$ cat src/hdl/bmrc_pkg.sv
package bmrc_pkg;

    // fixed field widths
    localparam int CMD_W   = 2;
    localparam int COORD_W = 10;
    localparam int LIT_W   = 21;

    // operation codes
    localparam logic [CMD_W-1:0] OP_SET    = 2'd0;
    localparam logic [CMD_W-1:0] OP_CLEAR  = 2'd1;
    localparam logic [CMD_W-1:0] OP_INVERT = 2'd2;

    // controller to datapath commands
    typedef struct packed {
        logic clear_step;
        logic load;
        logic seek_step;
        logic issue;
        logic load_result;
    } bmrc_cmd_t;

    // datapath to controller status
    typedef struct packed {
        logic clear_last;
        logic in_noop;
        logic seek_done;
        logic word_last;
        logic row_last;
        logic pipe_busy;
    } bmrc_stat_t;

endpackage

$ cat src/hdl/bmrc_ctrl.sv
module bmrc_ctrl (
    input  logic                 clk,
    input  logic                 rst_n,
    input  logic                 cmd_valid,
    output logic                 cmd_stall,
    output logic                 res_valid,
    input  logic                 res_stall,
    output bmrc_pkg::bmrc_cmd_t  dp_cmd,
    input  bmrc_pkg::bmrc_stat_t stat
);
    import bmrc_pkg::*;

    localparam logic [2:0] ST_CLEAR = 3'd0;
    localparam logic [2:0] ST_IDLE  = 3'd1;
    localparam logic [2:0] ST_SEEK  = 3'd2;
    localparam logic [2:0] ST_RUN   = 3'd3;
    localparam logic [2:0] ST_DRAIN = 3'd4;

    logic [2:0] state_reg;
    logic [2:0] state_next;
    logic       res_valid_reg;
    logic       res_valid_next;
    logic       out_free;

    // output register can take a new word
    assign out_free  = !res_valid_reg || !res_stall;
    assign cmd_stall = (state_reg != ST_IDLE);
    assign res_valid = res_valid_reg;

    // next state and datapath commands
    always_comb
    begin
        state_next     = state_reg;
        dp_cmd         = '0;
        res_valid_next = res_valid_reg && res_stall;
        unique case (state_reg)
            ST_CLEAR:
            begin
                dp_cmd.clear_step = 1'b1;
                if (stat.clear_last)
                begin
                    state_next = ST_IDLE;
                end
            end
            ST_IDLE:
            begin
                if (cmd_valid)
                begin
                    dp_cmd.load = 1'b1;
                    state_next  = stat.in_noop ? ST_DRAIN : ST_SEEK;
                end
            end
            ST_SEEK:
            begin
                dp_cmd.seek_step = 1'b1;
                if (stat.seek_done)
                begin
                    state_next = ST_RUN;
                end
            end
            ST_RUN:
            begin
                dp_cmd.issue = 1'b1;
                if (stat.word_last && stat.row_last)
                begin
                    state_next = ST_DRAIN;
                end
            end
            ST_DRAIN:
            begin
                if (!stat.pipe_busy && out_free)
                begin
                    dp_cmd.load_result = 1'b1;
                    res_valid_next     = 1'b1;
                    state_next         = ST_IDLE;
                end
            end
            default:
            begin
                state_next = ST_IDLE;
            end
        endcase
    end

    // state registers
    always_ff @(posedge clk or negedge rst_n)
    begin
        if (!rst_n)
        begin
            state_reg     <= ST_CLEAR;
            res_valid_reg <= 1'b0;
        end
        else
        begin
            state_reg     <= state_next;
            res_valid_reg <= res_valid_next;
        end
    end

    // result only taken once every word write has reached the count
    assert property (@(posedge clk) disable iff (!rst_n)
        dp_cmd.load_result |-> !stat.pipe_busy)
        else $error("result loaded while pipeline busy");

    // an accepted command goes to the word search or straight to drain
    assert property (@(posedge clk) disable iff (!rst_n)
        dp_cmd.load |=> (state_reg == ST_SEEK) || (state_reg == ST_DRAIN))
        else $error("bad state after command load");

    // last word of last row ends issuing
    assert property (@(posedge clk) disable iff (!rst_n)
        dp_cmd.issue && stat.word_last && stat.row_last |=>
            (state_reg == ST_DRAIN) && !dp_cmd.issue)
        else $error("issue continued past last word");

endmodule

$ cat config.mk
export PLATFORM = sky130hd
export DESIGN_NAME = bmrc_ctrl
export DESIGN_NICKNAME = d
export VERILOG_FILES = /design/src/hdl/bmrc_pkg.sv /design/src/hdl/bmrc_ctrl.sv
export SDC_FILE = /design/constraint.sdc
export NUM_CORES = 1
export LEC_CHECK = 0
export BUFFER_PORTS_ARGS = -buffer_cell sky130_fd_sc_hd__buf_2
export CORE_AREA = 2 2 39 41
export DETAILED_ROUTE_END_ITERATION = 8
export DIE_AREA = 0 0 41 43
export GPL_TIMING_DRIVEN = 0
export SETUP_SLACK_MARGIN = 0.2
export SLEW_MARGIN = 20
export SYNTH_ARGS = -nofsm -noshare
export SYNTH_HDL_FRONTEND = slang
export SYNTH_SLANG_ARGS = --single-unit
$ cat constraint.sdc
create_clock -name clk -period 1.6 [get_ports clk]
set_input_delay 0.08 -clock clk [delete_from_list [all_inputs] [get_ports clk]]
set_output_delay 0.08 -clock clk [all_outputs]
set_load 0.05 [all_outputs]
Word level (Yosys, flattened, before mapping)
Index checks and enable logic that the tools add are counted.
{"block": "word_totals", "register_bits": 4, "in_bits": 10, "output_inout_bits": 7, "wordCells": 37}
{"block": "classes", "n_eq_ne": 10, "mux": 16, "reduce_logical": 9}
{"cell": "$mux 3", "count": 6}
{"cell": "$pmux 3 s5", "count": 1}
{"cell": "$ne 2x2->1 const B", "count": 5}
{"cell": "$mux 1", "count": 9}
{"cell": "$eq 3x2->1 const B", "count": 2}
{"cell": "$reduce_and 5->1", "count": 1}
{"cell": "$eq 3x1->1 const B", "count": 1}
{"cell": "$eq 3x3->1 const B", "count": 1}
{"cell": "$logic_and 1x1->1", "count": 3}
{"cell": "$logic_not 1->1", "count": 3}
{"cell": "$logic_not 3->1", "count": 1}
{"cell": "$ne 3x1->1 const B", "count": 1}
{"cell": "$logic_or 1x1->1", "count": 1}

Logic depth before layout (Yosys ltp)
Gate-level depths: netlist of the first run.
{"block": "logic_depth", "ltp_word": 5, "ltp_mapped": 4, "ltp_nobuf": 4}

Worst setup path after synthesis of the first run
Ideal clock, no wire load.
{"block": "synth_path", "path_kind": "register to output", "from": "register state_reg[0]", "to": "output port dp_cmd[3] in the netlist's numbering", "arrival_ns": 1.649, "t_required_ns": 1.520, "slack_ns": -0.129, "path_stages_with_launch": 5, "path_buffers": 1, "cell_sequence": "dfrtp_1 -> buf_4 -> nand2_1 -> or2_2 -> nor2_1"}
{"item": "start: declaration", "line": "bmrc_ctrl.sv:19", "text": "logic [2:0] state_reg;"}
{"item": "start signal: assignment", "line": "bmrc_ctrl.sv:95", "text": "state_reg <= state_next;"}
{"item": "end: declaration", "line": "bmrc_ctrl.sv:8", "text": "output bmrc_pkg::bmrc_cmd_t dp_cmd,"}

==> run summary, run 1 <==
Status: finished with violations
Failing checks: negative setup slack
R2R setup slack: 0.08 ns
Most common cell after layout, fill and taps aside: buf_2
Area contributors post-synth: dfrtp_1, and2b_1, mux2_2
Area share of the largest cell type after synthesis: 35.2%
Gr ovfl total: 0
Pwr Total: 0.00135 W
Max-cap violations: 0
Sw Pwr: 0.000620 W
Endpoints failing hold: 0
Highest clock rate: 582 MHz
Initial antenna violation count: 0
Clock power share: 9.2%
Yosys warnings: 0
Number of nets in the layout: 73
Final Cycle Share: 107%
DRC: 0
Port Buffer Count: 16
CP max FO: 3
Internal Power: 0.000733 W
Width of the die: 41 µm
Crit Reg-Reg Endpoint: state_reg[2]
Die area: 0.00176 mm²
Reg2Reg Depth: 7
CP Launch Point: state_reg[0]
Row count: 14
Final Max Slew Viols: 0
CTS tree: done
Avg Inst Size Synth: 8.88 µm²
Post-Route Hold Slack: 0.104 ns
Data required, critical path: 1.52 ns
Iteration-0 DRC Markers: 4
Placer Congestion: 0.794
Yosys reg bits: 4
Number of global-route vias before repair: 355
Most frequent cells in the layout: buf_2, buf_6, buf_4, dfrtp_1
Via count: 351
Clock slew at reported path FFs: 0.04 ns
Unrepaired setup endpoints after global routing: true
Pwr Density: 2250 mW/mm²
Largest net degree at the start of global routing: 10
Worst Hold Class: in -> reg
Net count after synthesis: 42
Crit path DAT: 1.64 ns
First-pass GRT wire length: 1460 µm
Crit. End Element: output pin
Leak: 0.285 nW
Final worst slack: -0.118 ns
Area added between synthesis and finish: 112%
Switching Share: 45.8%
Clock skew: 0.00335 ns
Area of the multi-input gates: 221 µm²
Root Driver: clkbuf_4
Yosys cell types: 24
Tmin final: 1.72 ns
IO Pins: 17
N_diodes: 0
Worst Tran Pin Value: 0.338 ns
Peak VDD IR: 0.590 mV
Seq/Total Area, Yosys: 35.2%
Clk_lat worst skew: 0.23 ns
Core area: 0.00138 mm²
Post-synth top area cell: dfrtp_1
Vias per cell: 4.56
Final core occ: 43.5%
Worst setup SP type: flip-flop
Post-Syn Area: 284 µm²
Drt wl/cell: 11.0 µm
Max_slew headroom: 77.5%
DRT antenna net count: 0
DRT Pass-1 Iters: 4
FF/Latch Area: 100 µm²
CP Class: reg -> out
Dpl hpwl: 541 µm
Final Setup Violations: 3
Starting density of the core: 20.5%
Clock sinks: 4
Crit Reg-Reg Startpoint: state_reg[0]
Max reg flops: 3
Proportion of layout cells with a drive suffix above 1: 67.2%
Setup TNS: -0.197 ns
Sequential Power Share: 14.9%
Logic pwr share: 75.9%
Clock Path Buffers: 2
CTS H-tree lvls: 1
Drt total wl: 849 µm
CP Capture Point: dp_cmd[0]
Total track usage: 12.6%
Die Y: 43 µm
Syn Inst Count: 32
Total CTS buffers: 3
Fill cell count: 149
==> worst min path at each step <==
stage / start / to / slack (ns) / depth (start not counted)
5_1_grt: res_stall / res_valid / 0.13 / 3
3_5_place_dp: rst_n / res_valid / -0.11 / 1
2_1_floorplan: rst_n / res_valid / -0.22 / 0
6_report: res_stall / res_valid / 0.10 / 3
4_1_cts: res_stall / res_valid / 0.1 / 3
3_3_place_gp: rst_n / res_valid / -0.11 / 1
==> Yosys cell counts <==
cell type  n
dfrtp_1    4
nand2_1    3
nor2_1     3
and2b_1    2
a21oi_1    1
a21oi_2    1
a311o_1    1
a31oi_1    1
and3_2     1
buf_4      1
inv_1      1
inv_2      1
mux2_2     1
nand2b_1   1
nor3_1     1
o211ai_1   1
o21ai_0    1
o21bai_1   1
o2bb2ai_1  1
o31ai_1    1
o32ai_1    1
or2_2      1
or2_4      1
or3_4      1
==> stage by stage <==
step	area [µm²]	instances	setup WS, ns
after detailed placement	403	64	-0.000273
final	602	77	-0.118
after global routing	602	77	-0.176
after global placement	403	64	0.00306
after CTS	532	73	-0.125
after floorplan	303	32	0.0835
==> per-layer routing <==
layer / GRT usage, % / vias up / part of all wire, %
met3: 2.09 / 0 / 4.5
met1: 15.9 / 165 / 40
met2: 17.8 / 10 / 55
met5: 0 / - / 0
met4: 10.0 / 0 / 0
li1: - / 176 / -
==> timing repair <==
action / in CTS / in global routing
pin swaps: 4 / 6
endpoints found under the hold margin: 4 / 0
gates resized for setup: 18 / 10
hold buffers: 1 / 0
gates cloned: 1 / 0
setup endpoints to repair: 3 / 8
setup buffers: 4 / 4
==> power by group through the flow <==
stage	Combinational (W)	Sequential [W]	Clock [W]
3_3_place_gp	0.000595	0.000202	0
3_5_place_dp	0.000601	0.000204	0
6_report	0.00103	0.000202	0.000125
4_1_cts	0.000853	0.000200	0.000133
2_1_floorplan	0.000472	0.000209	0
5_1_grt	0.00110	0.000211	0.000138
==> critical path, stage by stage (launching register included) <==
cell	delay (ns)
dfrtp_1	0.39
buf_6	0.13
or3_4	0.37
or2_4	0.25
a21oi_4	0.11
buf_6	0.16
==> cell type report <==
| type | count | area share (%) |
|---|---|---|
| Multi-Input combinational cell | 25 | 36.8 |
| Inverter | 2 | 1.25 |
| Timing Repair Buffer | 26 | 36.4 |
| Tap cell | 16 | 3.33 |
| Clock buffer | 3 | 3.74 |
| Buffer | 1 | 1.87 |
| Sequential cell | 4 | 16.6 |
==> kinds of logic (layout without fill, tap and decap cells) <==
group	Yosys count	after routing	share of synthesized area [%]
simple gates	14	14	29.1
flops	4	4	35.2
mux	1	1	3.96
compound gates	10	10	26.4
buf+inv	3	32	5.28
Note: power is estimated with default switching activity, not from simulation.
==> run 2, diff against run 1 <==
--- a/config.mk
+++ b/config.mk
@@ -13,3 +13,2 @@
 export SETUP_SLACK_MARGIN = 0.2
-export SLEW_MARGIN = 20
 export SYNTH_ARGS = -nofsm -noshare
--- a/constraint.sdc
+++ b/constraint.sdc
@@ -3,2 +3,2 @@
 set_output_delay 0.08 -clock clk [all_outputs]
-set_load 0.05 [all_outputs]
+set_load 0.01 [all_outputs]
==> run summary, run 2 (same netlist as run 1, synthesis figures left out) <==
Status: finished with violations
Failing checks: negative setup slack
Leak: 0.257 nW (-10%)
Clk_lat worst skew: 0.23 ns (about the same)
Max reg flops: 3 (unchanged)
Worst Hold Class: in -> reg
CP Class: reg -> out
Final Setup Violations: 1 (-2)
Final Cycle Share: 104% (-3.8 points)
Tmin final: 1.66 ns (-0.0616 ns)
CTS tree: done
Crit. End Element: output pin
Number of global-route vias before repair: 342 (-3.7%)
Fill cell count: 150 (+0.67%)
CTS H-tree lvls: 1 (unchanged)
Via count: 339 (-3.4%)
Root Driver: clkbuf_4
Critical-path top delay cell: dfrtp_1
Starting density of the core: 20.5% (unchanged)
Clock sinks: 4 (unchanged)
Die area: 0.00176 mm² (unchanged)
Most frequent cells in the layout: buf_2, buf_6, buf_4, dfrtp_1, clkbuf_4
Crit path DAT: 1.58 ns (-0.06 ns)
Die Y: 43 µm (unchanged)
DRC: 0 (unchanged)
Drt wl/cell: 11.2 µm (+1.6%)
Post-Route Hold Slack: 0.0870 ns (-0.0170 ns)
Endpoints failing hold: 0 (unchanged)
Vias per cell: 4.58 (+0.50%)
Clock slew at reported path FFs: 0.04 ns (about the same)
First-pass GRT wire length: 1280 µm (-12%)
Data required, critical path: 1.52 ns (about the same)
Max incr delay on CP: 0.38 ns (about the same)
CP Buf/Inv Count: 2 (unchanged)
Highest clock rate: 604 MHz (+3.7%)
Crit Reg-Reg Startpoint: state_reg[0]
Clock Path Buffers: 2 (unchanged)
DRT Pass-1 Iters: 2 (-2)
Critical-path cell list: buf_6 > or3_4 > or2_4 > a21oi_2 > buf_2
Core area: 0.00138 mm² (unchanged)
DP Area: 384 µm² (-4.7%)
Gr ovfl total: 0 (unchanged)
Worst setup SP type: flip-flop
Largest net degree at the start of global routing: 10 (unchanged)
Area added between synthesis and finish: 78.4%
Clock skew: 0.00547 ns (+0.00211 ns)
Total track usage: 11.7% (-0.91 points)
Dpl hpwl: 541 µm (about the same)
Initial antenna violation count: 0 (unchanged)
Hold_sp: res_stall
Max_slew headroom: 80.9% (+3.4 points)
Final Max Slew Viols: 0 (unchanged)
Proportion of layout cells with a drive suffix above 1: 62.1% (-5.1 points)
Drt total wl: 829 µm (-2.4%)
Peak VDD IR: 0.463 mV (-22%)
CP max FO: 3 (unchanged)
Unrepaired setup endpoints after global routing: true
Placer Congestion: 0.724 (-8.7%)
Design Area, Final: 507 µm² (-16%)
Most common cell after layout, fill and taps aside: buf_2
Max-cap violations: 0 (unchanged)
CP Launch Point: state_reg[0]
Worst Tran Pin Value: 0.287 ns (-0.0511 ns)
Width of the die: 41 µm (unchanged)
Crit-path leading delay family: simple AND/OR/NAND/NOR gates
Number of nets in the layout: 70 (-4.1%)
IO Pins: 17 (unchanged)
Iteration-0 DRC Markers: 3 (-1)
DRT antenna net count: 0 (unchanged)
Total CTS buffers: 3 (unchanged)
Final worst slack: -0.0567 ns (+0.0616 ns)
N_diodes: 0 (unchanged)
Row count: 14 (unchanged)
Pwr Density: 1860 mW/mm² (-17%)
Port Buffer Count: 16 (unchanged)
run 2: power breakdown:
part           leakage, nW  internal [W]  switching, W
registers           0.0511      0.000142     0.0000492
logic                0.192      0.000362      0.000261
clock network       0.0138     0.0000840     0.0000417
run 2: tightest hold or removal path: stages:
cell and delay [ns]:
buf_2 0.11, nand2_1 0.05, nand2_1 0.05
run 2: metrics by stage:
step	TNS, ns	total power [W]	util, %	cells	worst slack, ns
3_3_place_gp	0	0.000569	27.8	64	0.139
3_5_place_dp	0	0.000576	27.8	64	0.123
2_1_floorplan	0	0.000455	-	32	0.248
5_1_grt	-0.112	0.00102	36.6	74	-0.112
6_report	-0.0567	0.000940	36.6	74	-0.0567
4_1_cts	-0.0600	0.000772	32.0	71	-0.0600
run 2: path summary, 6_finish.rpt:
check	end	cells after the start	slack [ns]
worst max-delay path	dp_cmd[0]	5	-0.06
worst min-delay path	res_valid	3	0.09
worst max register to register	state_reg[2]	6	0.19
worst min register to register	res_valid	2	0.54
max in group asynchronous	state_reg[1]	2	1.31
min in group asynchronous	state_reg[0]	2	0.17
run 2: cell type report:
type | instances | area (µm²) | share of cell area, %
Multi-Input combinational cell | 25 | 190 | 37.5
Sequential cell | 4 | 100 | 19.8
Tap cell | 16 | 20.0 | 3.95
Timing Repair Buffer | 23 | 155 | 30.6
Buffer | 1 | 11.3 | 2.22
Clock buffer | 3 | 22.5 | 4.44
Inverter | 2 | 7.51 | 1.48
run 2: repair_timing:
item,in CTS,in global routing
pin swaps,2,5
hold endpoints to repair,4,0
hold buffers,1,0
setup endpoints to repair,2,4
setup buffers,3,3
resized for setup,1,11
gates cloned,0,0
run 2: metal layers:
layer  track usage (%)  routed length (µm)  vias to the layer above
li1                  -                   -                      169
met1              11.7                 331                      161
met2              17.2                 455                        9
met3              3.66                  41                        0
met4              12.0                   0                        0
met5                 0                   0                        -
==> run 3, diff against run 2 <==
Settings changed: CELL_PAD_IN_SITES_DETAIL_PLACEMENT set to 1, CELL_PAD_IN_SITES_GLOBAL_PLACEMENT set to 1, PLACE_DENSITY_LB_ADDON set to 0.1.
==> run summary, run 3 (same netlist as run 1, synthesis figures left out) <==
Status: finished with violations
Failing checks: negative setup slack
Setup TNS: -0.0480 ns (+0.00864 ns)
Final Non-Filler Cells: 74 (unchanged)
Max incr delay on CP: 0.38 ns (about the same)
Worst Tran Pin Value: 0.250 ns (-0.0368 ns)
N_diodes: 0 (unchanged)
Met2 wire len: 522 µm (+15%)
Max reg flops: 3 (unchanged)
CTS H-tree lvls: 1 (unchanged)
Switching Share: 38.2% (+0.67 points)
DR top layer: met3
Most common cell after layout, fill and taps aside: buf_2
Area added between synthesis and finish: 80.6%
Final Cycle Share: 103% (-0.54 points)
Routed met3 length: 47 µm (+15%)
Crit-path leading delay family: simple AND/OR/NAND/NOR gates
Drt wl/cell: 12.1 µm (+8.0%)
Number of nets in the layout: 70 (unchanged)
Hold_sp: res_stall
DRT Pass-1 Iters: 2 (unchanged)
Core area: 0.00138 mm² (unchanged)
Clock power share: 12.9% (-0.5 points)
Initial antenna violation count: 0 (unchanged)
Pre-CTS WS: 0.113 ns (-0.00976 ns)
Proportion of layout cells with a drive suffix above 1: 65.5% (+3.4 points)
Row count: 14 (unchanged)
Clock skew: 0.00211 ns (-0.00335 ns)
Dpl hpwl: 633 µm (+17%)
Final core occ: 37.1% (+0.45 points)
Tmin final: 1.65 ns (-0.00864 ns)
Placed Cells: 64 (unchanged)
Clock Path Buffers: 2 (unchanged)
Width of the die: 41 µm (unchanged)
Starting density of the core: 20.5% (unchanged)
Largest net degree at the start of global routing: 10 (unchanged)
DP Area: 384 µm² (unchanged)
Sequential Power Share: 20.5% (+0.2 points)
Total CTS buffers: 3 (unchanged)
Worst Hold Class: in -> reg
Port Buffer Count: 16 (unchanged)
Critical-path cell list: buf_6 > or3_4 > or2_4 > a21oi_2 > buf_2
Clock slew at reported path FFs: 0.04 ns (about the same)
Crit. End Element: output pin
Final Max Slew Viols: 0 (unchanged)
M1 WL: 325 µm (-1.8%)
Die area: 0.00176 mm² (unchanged)
Critical-path top delay cell: dfrtp_1
Gr ovfl total: 0 (unchanged)
Endpoints failing hold: 0 (unchanged)
Clock sinks: 4 (unchanged)
Highest clock rate: 607 MHz (+0.52%)
First-pass GRT wire length: 1420 µm (+11%)
Vias per cell: 4.69 (+2.4%)
Most frequent cells in the layout: buf_2, buf_6, clkbuf_4, buf_4, dfrtp_1
CTS tree: done
Root Driver: clkbuf_4
Iteration-0 DRC Markers: 1 (-2)
Final Setup Violations: 1 (unchanged)
Crit Reg-Reg Startpoint: state_reg[0]
CP max FO: 3 (unchanged)
Max_slew headroom: 83.2% (+2.3 points)
Clk_lat worst skew: 0.23 ns (about the same)
Final worst slack: -0.0480 ns (+0.00864 ns)
Pwr Density: 1880 mW/mm² (+1.2%)
Max-cap violations: 0 (unchanged)
IO Pins: 17 (unchanged)
Crit path DAT: 1.57 ns (about the same)
Internal Power: 0.000595 W (+1.3%)
Total track usage: 12.5% (+0.84 points)
Sw Pwr: 0.000368 W (+4.3%)
Worst setup SP type: flip-flop
Via count: 347 (+2.4%)
Number of global-route vias before repair: 324 (-5.3%)
CP Class: reg -> out
Placer Congestion: 0.651 (-10%)
DRC: 0 (unchanged)
Logic pwr share: 66.6% (+0.3 points)
Peak VDD IR: 0.540 mV (+17%)
CP Launch Point: state_reg[0]
Design Area, Final: 513 µm² (+1.2%)
Data required, critical path: 1.52 ns (about the same)
Drt total wl: 895 µm (+8.0%)
Die Y: 43 µm (unchanged)
CP Buf/Inv Count: 2 (unchanged)
Unrepaired setup endpoints after global routing: true
DRT antenna net count: 0 (unchanged)
Leak: 0.259 nW (+0.63%)
run 3: final timing paths:
check	slack, ns	endpoint	cells after the start
max	-0.05	dp_cmd[0]	5
max in group asynchronous	1.30	state_reg[1]	2
min	0.08	res_valid	3
min in group asynchronous	0.18	state_reg[2]	2
min reg2reg	0.54	res_valid	2
max reg2reg	0.02	state_reg[2]	7
run 3: layout make-up:
class	count	area, µm²
buffer	1	11.3
clock buffer	3	22.5
fill	188	871
inverter	2	7.51
multi-input combinational	25	191
sequential	4	101
tap	16	20.0
timing repair buffer	23	159
run 3: worst min-delay path, cell delays in order:
cell and delay (ns):
buf_2 0.11, nand2_1 0.05, nand2_1 0.05
run 3: what timing repair did:
action	in CTS	in global routing
pin swaps	7	3
cloned	0	0
setup buffers	6	0
endpoints found under the setup margin	2	9
hold buffers	1	0
hold endpoints to repair	4	0
gates resized for setup	9	5
run 3: stage by stage:
stage	hold WS [ns]	total power, W
floorplan	-0.216	0.000455
global placement	-0.113	0.000580
detailed placement	-0.113	0.000588
CTS	0.0786	0.000925
global route	0.0938	0.00105
finish	0.0824	0.000963
run 3: power groups by stage:
stage	combinational, W	sequential (W)	clock [W]
5_1_grt	0.000702	0.000207	0.000141
3_3_place_gp	0.000386	0.000194	0
6_report	0.000642	0.000198	0.000124
3_5_place_dp	0.000392	0.000196	0
4_1_cts	0.000597	0.000194	0.000134
2_1_floorplan	0.000270	0.000185	0
run 3: layer usage:
| layer | vias to the layer above | track usage (%) |
|---|---|---|
| met5 | - | 0 |
| met4 | 0 | 10.0 |
| met3 | 0 | 3.14 |
| met2 | 9 | 19.1 |
| met1 | 170 | 13.7 |
| li1 | 168 | - |
